[src/rtl/rbch_pkg.sv]
// Shared types and constants of the ray box closest hit core.
package rbch_pkg;

   localparam int COORD_W   = 32;
   localparam int DIFF_W    = 33;
   localparam int MAG_W     = 33;
   localparam int INV_W     = 40;
   localparam int HALF_W    = 20;
   localparam int PROD_W    = MAG_W + HALF_W;
   localparam int SUM_W     = PROD_W + 2;
   localparam int PSAT_W    = 41;
   localparam int T_W       = 42;
   localparam int LANES     = 3;
   localparam int DIV_STEPS = 50;
   localparam int CNT_W     = 6;
   localparam int ACTOR_W   = 10;
   localparam int DIST_W    = 31;

   localparam logic [COORD_W-1:0] PAR_LIMIT = 32'd1074;
   localparam logic [COORD_W-1:0] DIST_MAX  = 32'h7FFF_FFFF;
   localparam logic [SUM_W-1:0]   T_SAT     = {14'b0, 1'b1, 40'b0};

   typedef enum logic {
      OP_RAY = 1'b0,
      OP_BOX = 1'b1
   } op_type;

   typedef struct packed {
      logic signed [T_W-1:0] t_near;
      logic signed [T_W-1:0] t_far;
      logic                  par_fail;
   } slab_res_type;

endpackage

[src/rtl/rbch_div.sv]
// Restoring divider lane: reciprocal 2^49 / divisor, one quotient bit per cycle.
module rbch_div
   import rbch_pkg::*;
(
   input  logic               clock,
   input  logic               reset,
   input  logic               start,
   input  logic [COORD_W-1:0] divisor,
   output logic               done,
   output logic [INV_W-1:0]   quotient
);

   logic [CNT_W-1:0]   cnt_ff;
   logic               run_ff;
   logic               done_ff;
   logic [COORD_W-1:0] rem_ff;
   logic [COORD_W-1:0] div_ff;
   logic [INV_W-1:0]   quo_ff;

   logic               bit_in;
   logic [COORD_W:0]   trial;
   logic [COORD_W:0]   sub;
   logic               ge;

   always_comb begin
      bit_in = (cnt_ff == CNT_W'(DIV_STEPS - 1));
      trial  = {rem_ff, bit_in};
      ge     = (trial >= {1'b0, div_ff});
      sub    = trial - {1'b0, div_ff};
   end

   always_ff @(posedge clock) begin
      if (reset) begin
         run_ff  <= 1'b0;
         cnt_ff  <= '0;
         done_ff <= 1'b0;
      end else begin
         done_ff <= run_ff && (cnt_ff == '0);
         if (start) begin
            run_ff <= 1'b1;
            cnt_ff <= CNT_W'(DIV_STEPS - 1);
            rem_ff <= '0;
            quo_ff <= '0;
            div_ff <= divisor;
         end else if (run_ff) begin
            rem_ff <= ge ? sub[COORD_W-1:0] : trial[COORD_W-1:0];
            quo_ff <= {quo_ff[INV_W-2:0], ge};
            if (cnt_ff == '0) begin
               run_ff <= 1'b0;
            end else begin
               cnt_ff <= cnt_ff - 1'b1;
            end
         end
      end
   end

   assign done     = done_ff;
   assign quotient = quo_ff;

endmodule

[config.mk]
export PLATFORM = sky130hd
export DESIGN_NAME = rbch_div
export DESIGN_NICKNAME = d
export VERILOG_FILES = /design/src/rtl/rbch_pkg.sv /design/src/rtl/rbch_div.sv
export SDC_FILE = /design/constraint.sdc
export NUM_CORES = 1
export LEC_CHECK = 0
export ABC_AREA = 0
export BUFFER_PORTS_ARGS = -buffer_cell sky130_fd_sc_hd__buf_2
export CAP_MARGIN = 5
export CORE_ASPECT_RATIO = 1.5
export CORE_MARGIN = 3
export CORE_UTILIZATION = 55
export DETAILED_ROUTE_END_ITERATION = 12
export PLACE_DENSITY = 0.86
export SLEW_MARGIN = 40
export SYNTH_ARGS = -nofsm -noshare
export SYNTH_HDL_FRONTEND = slang
export SYNTH_SLANG_ARGS = --single-unit
[constraint.sdc]
create_clock -name clock -period 5.8 [get_ports clock]
set_clock_uncertainty 0.2 [all_clocks]
set_input_delay 0.58 -clock clock [delete_from_list [all_inputs] [get_ports clock]]
set_output_delay 0.58 -clock clock [all_outputs]
set_load 0.02 [all_outputs]
==> impl_metrics.py <==
metrics = {
    "placement": {
        "dp_cells": 769,
        "port_buffers": 75,
        "place_area_um2": 6810,
        "gp_congestion": 0.915,
        "dp_hpwl_mm": 9.68,
        "dpl_worst_slack_ps": 2260,
    },
    "detailed_routing": {
        "drtIter0Drc": 376,
        "drcViolationCount": 0,
        "detail-route-antenna-nets": 0,
        "via_per_inst": 5.88,
        "via_count": 4619,
        "first_pass_iters": 5,
        "routed_wl_mm": 13.4,
        "wire_per_inst_um": 17.1,
    },
    "power_and_ir_drop": {
        "p_switching_w": 0.000742,
        "vdd_ir_drop_max_v": 0.000165,
        "power_leakage_nw": 2.87,
        "p_int_w": 0.00153,
        "p_clk_share_pct": 25.8,
        "netSwitchingFraction_pct": 32.6,
        "pwr-share-seq_pct": 44.2,
        "pwr-share-comb_pct": 30.0,
        "powerDensity_nw_per_um2": 320,
    },
    "timing": {
        "finalCriticalPeriod_ps": 3690,
        "hold_viol": 0,
        "rsz0062_at_grt": "no",
        "slew_headroom_pct": 47.5,
        "setup_tns_ps": 0,
        "maxSlewViolCount": 0,
        "fin_ws_ps": 2110,
        "max_freq_ghz": 0.271,
        "setup_viol": 0,
        "worst_pin_slew_ps": 787,
        "fin_crit_sh_pct": 63.5,
    },
    "status": {
        "outcome": "complete, no violations",
    },
    "worst_setup_path": {
        "cp_slowest_stage_delay_ps": 410,
        "cp_max_fo": 5,
        "crit_path_start_kind": "flip-flop",
        "cp_cell_sequence": "inv_1, ha_1, nand4_1, ha_1, inv_1, fa_1, a21oi_1, o211ai_1, a21oi_1, a211o_1, a211oi_1, o31ai_1, mux2i_1, o21ai_1",
        "cp_top_family": "compound AO/OA/AOI/OAI gates",
        "slowest_stage": "a21oi_1",
        "cp_num_buf_inv": 2,
        "critPathLaunch": "cnt_ff[1]",
        "arrival_ps": 3560,
        "cp.required_ps": 5670,
        "reg2reg_from": "cnt_ff[1]",
        "crit_cells": 14,
        "cp-end-kind": "flip-flop",
        "r2r_cells": 14,
        "critPathKind": "flip-flop to flip-flop",
    },
    "cts": {
        "clkTransAtPathRegs_ps": 80,
        "clock-sinks": 112,
        "ctsHoldBuffers": 0,
        "cts_buffers": 9,
        "root_buffer": "clkbuf_16",
        "cts_resized": 0,
        "h-tree-depth": 3,
        "cts_setup_buffers": 0,
        "cts_tree": "done",
        "clk_latency_ps": 350,
        "clockBufferDepth": 2,
    },
    "global_route": {
        "antenna_found_initial": 0,
        "overflow": 0,
        "grt_pass1_vias": 4663,
        "track_usage_pct": 21.4,
        "grt_pass1_wl_mm": 22.2,
        "grt_max_degree": 74,
    },
    "logic_synthesis": {
        "synthesis.area_um2": 6390,
        "syn_nets": 639,
        "yosysWarnings": 0,
        "seq_area_frac_synth_pct": 51.4,
        "synth_cell_types": 66,
        "yosys-top-cells-count": "edfxtp_1, nor2_1, inv_1, nor2b_1, a21oi_1",
        "synth.most_common_cell": "edfxtp_1",
        "synth_cells": 569,
        "yosys.area.top_type": "edfxtp_1",
        "ys_seq_elements": 112,
        "synth_top_area_share_pct": 48.9,
        "ys_top_cells_by_area": "edfxtp_1, ha_1, nor2b_1",
        "synth.avg_cell_area_um2": 11.2,
        "synth-edff-count": 104,
        "ys.flop_type": "edfxtp_1",
        "async_flop_share_pct": 0,
    },
    "layout": {
        "drive_gt1_share_pct": 20.1,
        "diodes": 0,
        "fillers": 893,
        "fin_nets": 703,
        "stdcell_count": 785,
        "syn2layout_area_growth_pct": 11.0,
        "design_area_um2": 7090,
    },
    "min_path": {
        "worst_hold_path_type": "input pin to flip-flop",
        "holdPathStages": 1,
        "hp-start": "divisor[5]",
    },
    "floorplanning": {
        "core_area_um2": 11200,
        "start_util_pct": 57.2,
        "die_y_um": 138,
        "boundaryPins": 76,
        "num_rows": 47,
        "dieArea_um2": 13000,
        "fp.dieW_um": 94.0,
    },
    "job": {
        "cap_viol_max_count": 0,
    },
}
[final cells by class]
type	count	area [um^2]	area share (%)
clock buffers	9	225	3.18
inverters	41	154	2.17
well taps	147	184	2.59
clock inverters	7	55.1	0.776
multi-input cells	391	2790	39.4
repair buffers	78	398	5.61
flip-flops and latches	112	3280	46.3
[power groups by stage]
stage          registers (W)  logic (W)  clock network [W]
6_report             0.00100   0.000682           0.000586
5_1_grt              0.00101   0.000747           0.000638
2_1_floorplan        0.00104   0.000537                  0
4_1_cts              0.00100   0.000677           0.000598
3_3_place_gp         0.00102   0.000652                  0
3_5_place_dp         0.00102   0.000672                  0
[sequential cells by signal (all words and copies together) (netlist names)]
name,flops
done,1
div_ff,32
quotient,40
rem_ff,32
run_ff,1
cnt_ff,6
[metrics by stage]
step	total power [W]	util [%]	hold WS, ps
2_1_floorplan	0.00157	-	291
3_3_place_gp	0.00167	61.0	308
3_5_place_dp	0.00169	61.0	351
4_1_cts	0.00228	63.5	192
5_1_grt	0.00240	63.5	186
6_report	0.00227	63.5	198
[logic make-up (layout without fill, tap and decap cells)]
kind of cell             Yosys count  count (layout)  share of synthesized area, %
XOR/XNOR                          28              28                          3.84
flip-flops                       112             112                          51.4
AND/OR/NAND/NOR                  180             180                          14.7
multiplexers                      18              18                          2.82
buffers and inverters             66             135                          5.07
adder cells (fa/ha/maj)           35              35                          6.97
AO/OA/AOI/OAI                    130             130                          15.2
[path summary, 6_finish.rpt]
path	endpoint	slack, ps
worst max-delay path	rem_ff[28]	2110
worst min-delay path	div_ff[5]	200
worst max register to register	rem_ff[28]	2110
worst min register to register	quotient[39]	370
[cell usage in the layout (no fill, tap or decap), types with 3 or more instances in the layout]
master	netlist	routed
nor2b_1	41	41
a21oi_2	3	3
a31oi_1	5	5
a21o_1	19	19
nand2b_1	4	4
nand2_1	32	32
o21ai_1	5	5
buf_4	3	3
nor4_1	5	5
and3_1	3	3
nor2_1	48	46
edfxtp_1	104	104
dfxtp_1	8	8
ha_1	34	34
clkbuf_16	0	9
xnor2_1	22	22
nand4_1	7	7
nor3_1	13	13
o21ai_0	19	19
inv_1	41	41
buf_2	6	75
mux2i_1	18	18
or3_1	3	3
nand3_1	11	11
a21oi_1	35	35
a211oi_2	8	8
xor2_1	6	6
a211oi_1	3	3
o31ai_1	4	4
[metal layers]
layer | global-route usage [%] | share of wire [%] | vias to the layer above
li1 | - | - | 2190
met1 | 25.8 | 39 | 2198
met2 | 37.1 | 52 | 187
met3 | 3.91 | 5.3 | 44
met4 | 9.13 | 3.7 | 0
met5 | 0 | 0 | -
Power figures use the tool's default switching activity.
