--- src/rtl/rbch_pkg.sv ---
// Shared types and constants of the ray box closest hit core.
package rbch_pkg;

   localparam int COORD_W   = 32;
   localparam int DIFF_W    = 33;
   localparam int MAG_W     = 33;
   localparam int INV_W     = 40;
   localparam int HALF_W    = 20;
   localparam int PROD_W    = MAG_W + HALF_W;
   localparam int SUM_W     = PROD_W + 2;
   localparam int PSAT_W    = 41;
   localparam int T_W       = 42;
   localparam int LANES     = 3;
   localparam int DIV_STEPS = 50;
   localparam int CNT_W     = 6;
   localparam int ACTOR_W   = 10;
   localparam int DIST_W    = 31;

   localparam logic [COORD_W-1:0] PAR_LIMIT = 32'd1074;
   localparam logic [COORD_W-1:0] DIST_MAX  = 32'h7FFF_FFFF;
   localparam logic [SUM_W-1:0]   T_SAT     = {14'b0, 1'b1, 40'b0};

   typedef enum logic {
      OP_RAY = 1'b0,
      OP_BOX = 1'b1
   } op_type;

   typedef struct packed {
      logic signed [T_W-1:0] t_near;
      logic signed [T_W-1:0] t_far;
      logic                  par_fail;
   } slab_res_type;

endpackage

--- src/rtl/rbch_merge.sv ---
// Merge stage: combines the three lane intervals and decides a nearer hit.
module rbch_merge
   import rbch_pkg::*;
(
   input  logic               clock,
   input  logic               reset,
   input  logic               start,
   input  slab_res_type       res [LANES],
   input  logic [LANES-1:0]   par,
   input  logic [COORD_W-1:0] closest,
   output logic               done,
   output logic               hit,
   output logic [COORD_W-1:0] hit_dist
);

   logic                  v1_ff, v2_ff;
   logic signed [T_W-1:0] tlo_ff, thi_ff;
   logic                  fail_ff;
   logic                  hit_ff;
   logic [COORD_W-1:0]    dist_ff;

   logic signed [T_W-1:0] tlo, thi, lim;
   logic                  fail;

   always_comb begin
      lim  = $signed({10'b0, closest});
      tlo  = '0;
      thi  = lim;
      fail = 1'b0;
      for (int i = 0; i < LANES; i++) begin
         fail = fail | res[i].par_fail;
         if (!par[i]) begin
            if (res[i].t_near > tlo) tlo = res[i].t_near;
            if (res[i].t_far < thi) thi = res[i].t_far;
         end
      end
   end

   always_ff @(posedge clock) begin
      if (reset) begin
         v1_ff <= 1'b0;
         v2_ff <= 1'b0;
      end else begin
         v1_ff <= start;
         v2_ff <= v1_ff;
      end
      tlo_ff  <= tlo;
      thi_ff  <= thi;
      fail_ff <= fail;
      hit_ff  <= !fail_ff && !(thi_ff < tlo_ff) && (tlo_ff < lim);
      dist_ff <= tlo_ff[COORD_W-1:0];
   end

   assign done     = v2_ff;
   assign hit      = hit_ff;
   assign hit_dist = dist_ff;

endmodule
--- config.mk ---
export PLATFORM = sky130hd
export DESIGN_NAME = rbch_merge
export DESIGN_NICKNAME = d
export VERILOG_FILES = /design/src/rtl/rbch_pkg.sv /design/src/rtl/rbch_merge.sv
export SDC_FILE = /design/constraint.sdc
export NUM_CORES = 1
export LEC_CHECK = 0
export BUFFER_PORTS_ARGS = -buffer_cell sky130_fd_sc_hd__buf_2
export CORE_MARGIN = 2
export CORE_UTILIZATION = 40
export CTS_CLUSTER_SIZE = 24
export DETAILED_ROUTE_END_ITERATION = 8
export PLACE_DENSITY = 0.66
export SYNTH_ARGS = -nofsm -noshare
export SYNTH_HDL_FRONTEND = slang
export SYNTH_SLANG_ARGS = --single-unit
--- constraint.sdc ---
create_clock -name clock -period 7.58 [get_ports clock]
set_input_delay 0.379 -clock clock [delete_from_list [all_inputs] [get_ports clock]]
set_output_delay 0.379 -clock clock [all_outputs]
set_load 0.05 [all_outputs]
==> results of run 1 <==
repair_timing:
item / CTS / global route
buffers inserted: 6 / 12
pin swaps: 13 / 25
hold buffers: 0 / 0
gates cloned: 4 / 5
gates resized for setup: 54 / 71
setup endpoints to repair: 33 / 42
state kept, by name, indices dropped and copies added (netlist names):
| signal | flops |
|---|---|
| done | 1 |
| fail_ff | 1 |
| hit | 1 |
| hit_dist | 32 |
| thi_ff | 42 |
| tlo_ff | 42 |
| v1_ff | 1 |
kinds of logic (layout without fill, tap and decap cells):
| group | Yosys count | count (layout) | synth area share (%) |
|---|---|---|---|
| adders and majority gates | 269 | 269 | 28.85 |
| buffers and inverters | 244 | 686 | 8.416 |
| and+or+nand+nor | 300 | 300 | 12.40 |
| other | 1 | 9 | 0.03217 |
| DFF | 120 | 120 | 20.61 |
| AOI/OAI and AO/OA | 281 | 281 | 15.21 |
| muxes | 158 | 158 | 14.10 |
| xor gates and xnor gates | 5 | 5 | 0.3757 |
cell type report:
cell class | count | area, µm²
Antenna cell | 8 | 20.02
Clock buffer | 19 | 442.9
Clock inverter | 13 | 249.0
Fill cell | 2602 | 12610
Inverter | 215 | 807.0
Multi-Input combinational cell | 1014 | 8817
Sequential cell | 120 | 2402
Tap cell | 384 | 480.5
Timing Repair Buffer | 439 | 2870
cell usage in the layout (no fill, tap or decap), types with 10 or more instances in the layout:
cell type / instances
nand3_1: 21
mux2i_1: 96
mux2_2: 41
a21oi_1: 65
nor4_1: 17
clkbuf_16: 22
nand4_1: 43
buf_12: 12
dfxtp_1: 120
inv_1: 214
nand2_1: 115
buf_2: 326
o21ai_1: 42
ha_1: 264
a211oi_1: 10
a21o_1: 52
mux2i_2: 10
buf_4: 87
o21ai_0: 32
nor2_1: 39
nor3_1: 14
stage by stage:
step	TNS, ps	instances	cell area (µm²)	setup slack (ps)
finish	0	2212	16090	156.1
global route	-4343	2210	16080	-147.7
CTS	0	2187	15480	4.278
detailed placement	-15640	2145	14380	-435.2
global placement	-5881	2145	14380	-173.1
floorplan	0	1378	11660	57.85
routing by layer:
layer	GRT usage, %	part of all wire, %	vias up
met4	7.187	2.8	6
met3	4.504	6.2	79
met2	47.69	48	459
li1	-	-	5812
met1	33.34	43	5466
met5	0	0.095	-
worst max-delay path, delay by kind of cell:
kind | cells | cell delay (ps)
AND/OR/NAND/NOR | 5 | 930
XOR/XNOR | 1 | 120
AO/OA/AOI/OAI | 18 | 2740
adder cells (fa/ha/maj) | 4 | 1190
multiplexers | 2 | 490
buffers and inverters | 13 | 1860
power breakdown:
group	total (µW)	internal, µW	leakage, µW	switching (µW)
Sequential	837	755	0.00101	82.2
Clock	970	657	0.000333	313
Combinational	1430	655	0.00687	772
Total	3230	2070	0.00821	1170
worst max path at each step:
| stage | from | to | slack [ps] | depth (start not counted) |
|---|---|---|---|---|
| 6_report | closest[1] | thi_ff[39]$_DFF_P_ | 160 | 43 |
| 5_1_grt | closest[1] | thi_ff[12]$_DFF_P_ | -150 | 43 |
| 4_1_cts | closest[1] | thi_ff[16]$_DFF_P_ | 4 | 39 |
| 3_5_place_dp | closest[1] | thi_ff[16]$_DFF_P_ | -440 | 36 |
| 3_3_place_gp | closest[1] | thi_ff[19]$_DFF_P_ | -170 | 35 |
| 2_1_floorplan | closest[1] | thi_ff[10]$_DFF_P_ | 60 | 35 |
==> out/qor.txt, run 1 <==
Status - complete, no violations
Placeable Area - 28700 µm²
Dominant cells by area after synthesis - ha_1 29%, dfxtp_1 21%, mux2i_1 9.7%, inv_1 6.9%, mux2_2 4.1%
TritonCTS clock tree - done
Data arrival, critical path - 7770 ps
Kind of critical path - in -> reg
Syn Inst Count - 1378
Final net count - 2368
Slew @ Worst Pin - 636.0 ps
Die area - 30520 µm²
Yosys top cell area share - 28.77%
LEAKAGE - 0.008211 µW
IO Count - 327
Reg2reg start - tlo_ff[26]$_DFF_P_
Fin crit share - 97.94%
Post-DP HPWL - 35130 µm
Worst R2R Setup Slack - 5000 ps
Routed wire length per instance - 19.48 µm
Power density over cell area - 201.0 nW/µm²
Top_reg_cell synth - dfxtp_1
Clk_lat worst skew - 430 ps
Core Util, Final - 56.05%
Post-route DRC violation count - 0
Commonest cells post-synth - 268 x ha_1, 214 x inv_1, 120 x dfxtp_1, 116 x nand2_1, 113 x mux2i_1
HP Class - in -> reg
Setup crit start kind - input pin
Setup crit end kind - register
TritonRoute pass-1 iters - 5
Clock buffer depth - 2
Global-route wire length before repair - 62990 µm
Fin Clk Skew - 7.195 ps
Total track usage - 26.80%
Antenna violations before repair - 13
Mean Syn Cell Area - 8.459 µm²
Unique cell type count in the Yosys netlist - 59
Hold Path Sink - done$_SDFF_PP0_
Slew HR - 56.51%
Vias - 11820
Vias per cell - 5.344
H-tree depth - 4
Most common cell in the netlist - ha_1
Peak per-stage delay on the critical path - 360 ps
WHS - 114.1 ps
R2R depth - 11
Sequential area share after synthesis - 20.61%
Layout cells sized above 1 - 32.31%
Drt total wl - 43090 µm
Port Buffers - 326
Cell Area, Synth - 11660 µm²
Fmax - 0.1347 GHz
Reg clk slew, reported paths - 60 ps
Die height - 174.7 µm
Grt ovf - 0
CTS Sinks - 120
Num rows - 62
Max Cap Violations - 0
Area growth, synth to finish - 38.03%
Fin. max-slew vios - 0
Final setup violation count - 0
Mapped Nets - 1939
Largest net degree at the start of global routing - 42
Worst VDD drop - 0.1568 mV
Min Tclk post-route - 7424 ps
Post-synth EDFFs - 0
CP required - 7920 ps
Post-synth top area cell - ha_1
Worst-path fanout max - 10
Slowest CP cell - ha_1
Hold depth - 2
Worst Hold Launch - reset
Gpl congestion - 0.9463
Final Hold Fails - 0
Root Driver - clkbuf_16
Initial Util - 40.61%
R2r endpoint - hit$_DFF_P_
Total power - 3234 µW
Post-synth ARST share - 0%
Die X-Extent - 174.7 µm
Register bit total from synthesis - 120
Routed Antenna Nets - 0
Vias in the first global route - 11730
CTS buffer count - 17
Drt first-iter violations - 611
Yosys warns - 0
(Power assumes the default switching activity.)
==> run 2: changes to the inputs <==
--- a/config.mk
+++ b/config.mk
@@ -5,12 +5,13 @@
 export SDC_FILE = /design/constraint.sdc
 export NUM_CORES = 1
 export LEC_CHECK = 0
+export ABC_AREA = 1
 export BUFFER_PORTS_ARGS = -buffer_cell sky130_fd_sc_hd__buf_2
 export CORE_MARGIN = 2
 export CORE_UTILIZATION = 40
 export CTS_CLUSTER_SIZE = 24
 export DETAILED_ROUTE_END_ITERATION = 8
-export PLACE_DENSITY = 0.66
+export PLACE_DENSITY = 0.67
 export SYNTH_ARGS = -nofsm -noshare
 export SYNTH_HDL_FRONTEND = slang
 export SYNTH_SLANG_ARGS = --single-unit
==> run 2 against run 1 <==
Wire length shrank 6.8%. Die area down 1.6%. Cell area shrank 12%. Critical path type unchanged. Largest cell class unchanged. Largest power group unchanged.
==> out/qor.txt, run 2 <==
Status - complete, no violations
Cell count after placement - 2281
Worst R2R Setup Slack - 5230 ps
HP Class - in -> reg
Routed Antenna Nets - 0
Num rows - 61
Met2 usage - 41.68%
Post-synth EDFFs - 0
WHS - 127.8 ps
Die X-Extent - 173.3 µm
CP most frequent cell - nand2_1
Gpl congestion - 0.9323
TritonCTS clock tree - done
Post-synth top area cell - ha_1
Final Hold Fails - 0
Post-route cell area - 14160 µm²
Total track usage - 26.00%
Initial Util - 40.91%
R2r endpoint - hit$_DFF_P_
Met1 GRT Util - 35.46%
Commonest cells post-synth - 358 x nand2_1, 268 x ha_1, 170 x inv_1, 144 x a21oi_1, 131 x o21ai_0
Drt total wl - 40160 µm
Post-DP HPWL - 34250 µm
Dominant cells by area after synthesis - ha_1 29%, dfxtp_1 21%, nand2_1 12%, a21oi_1 6.3%, o21ai_0 5.7%
Crit path to - thi_ff[13]$_DFF_P_
IO Count - 327
Setup_tns - 0 ps
Area post-placement - 13550 µm²
Syn Inst Count - 1611
Grt ovf - 0
Cell Area, Synth - 11460 µm²
Post-synth ARST share - 0%
CP required - 7890 ps
TritonRoute pass-1 iters - 5
Fmax - 0.1466 GHz
Power density over cell area - 225.1 nW/µm²
Register bit total from synthesis - 120
Total power - 3187 µW
Vias in the first global route - 11560
Most common cell in the netlist - nand2_1
Vias per cell - 5.313
Drt first-iter violations - 938
Crit. Startpoint - closest[5]
Yosys top cell area share - 29.26%
Clk_lat worst skew - 420 ps
Leading cell type in the layout, fill and taps excluded - nand2_1
LEAKAGE - 0.007575 µW
Yosys warns - 0
Fin. max-slew vios - 0
Layout cells sized above 1 - 20.48%
Post-route DRC violation count - 0
Register Area - 2402 µm²
Slowest CP cell - o21ai_0
Setup crit start kind - input pin
Die height - 173.3 µm
Sequential area share after synthesis - 20.96%
Root Driver - clkbuf_16
Mean Syn Cell Area - 7.113 µm²
Global-route wire length before repair - 61290 µm
Mapped Nets - 2172
Data arrival, critical path - 7130 ps
H-tree depth - 4
Worst VDD drop - 0.1305 mV
Top_reg_cell synth - dfxtp_1
Most frequent cells in the layout - 357 x nand2_1, 326 x buf_2, 268 x ha_1
Peak per-stage delay on the critical path - 370 ps
Reg clk slew, reported paths - 60 ps
Max Cap Violations - 0
Kind of critical path - in -> reg
Final setup violation count - 0
Largest net degree at the start of global routing - 85
Routed wire length per instance - 17.30 µm
Multi-input logic area - 8169 µm²
Final net count - 2483
Die area - 30020 µm²
Vias - 12330
CTS buffer count - 17
Top Usage Layer GRT - met2
Filler cell count - 2873
Clock buffer depth - 2
Slew HR - 46.33%
Slew @ Worst Pin - 804.1 ps
CTS Sinks - 120
Worst-path fanout max - 51
Fin Clk Skew - 6.708 ps
RSZ-0062 raised after global routing - false
Finished Layout Cells - 2321
Min Tclk post-route - 6822 ps
Reg2reg start - tlo_ff[11]$_DFF_P_
Port Buffers - 326
Fin crit share - 89.99%
R2R depth - 13
Setup crit end kind - register
Area growth, synth to finish - 23.53%
CTS Hold Bufs - 0
Grt met3 use - 3.421%
Hold depth - 2
Placeable Area - 28010 µm²
Antenna violations before repair - 9
Unique cell type count in the Yosys netlist - 44
## run 2: cell count changes after synthesis, moves of 50 or more
cell and change:
a21o_1 -52, nor2_1 +50, o21ai_0 +75, a21oi_1 +73, mux2i_1 -113, nand2_1 +242
## run 2: cell type report
type,count,area share (%)
sequential,120,16.97
tap,378,3.341
timing repair buffer,349,13.19
clock inverter,14,1.069
antenna,9,0.1591
inverter,172,4.561
multi-input combinational,1262,57.71
clock buffer,17,3.005
## run 2: critical path: cells and delay by family
family | cells | cell delay, ps
fa+ha+maj | 4 | 1210
buf+inv | 7 | 1130
simple gates | 17 | 1570
compound gates | 15 | 2820
## run 2: power by group
group          switching, µW  internal (µW)
clock                    318            484
sequential               142            808
combinational            918            516
## run 2: cell families (layout without fill, tap and decap cells)
group	Yosys count	count (layout)	synth area share (%)
compound gates	345	345	16.90
flops	120	120	20.96
simple gates	646	646	24.82
buf+inv	229	552	7.872
xor+xnor	2	2	0.1529
other cells	1	10	0.03272
fa+ha+maj	268	268	29.26
## run 2: routing by layer
layer  vias up  wire [µm]
li1       6284          -
met1      5515      18340
met2       478      18010
met3        55       2716
met4         0       1090
met5         -          0
## run 2: timing repair
item / in CTS / in global routing
endpoints found under the setup margin: 0 / 42
setup buffers: 0 / 0
gates resized for setup: 0 / 1
## run 2: how the worst min path moves through the flow
stage / slack (ps) / startpoint / end
detailed placement: 340 / tlo_ff[0]$_DFF_P_ / hit_dist[0]$_DFF_P_
global placement: 340 / tlo_ff[0]$_DFF_P_ / hit_dist[0]$_DFF_P_
floorplan: 330 / tlo_ff[0]$_DFF_P_ / hit_dist[0]$_DFF_P_
global route: 120 / reset / v1_ff$_SDFF_PP0_
CTS: 110 / reset / v1_ff$_SDFF_PP0_
finish: 130 / reset / v1_ff$_SDFF_PP0_
## run 2: metrics by stage
step / util [%] / worst slack, ps
2_1_floorplan: - / 1535
4_1_cts: 50.44 / 621.8
5_1_grt: 50.53 / 100.9
6_report: 50.54 / 758.4
3_3_place_gp: 48.38 / 326.4
3_5_place_dp: 48.38 / 207.1
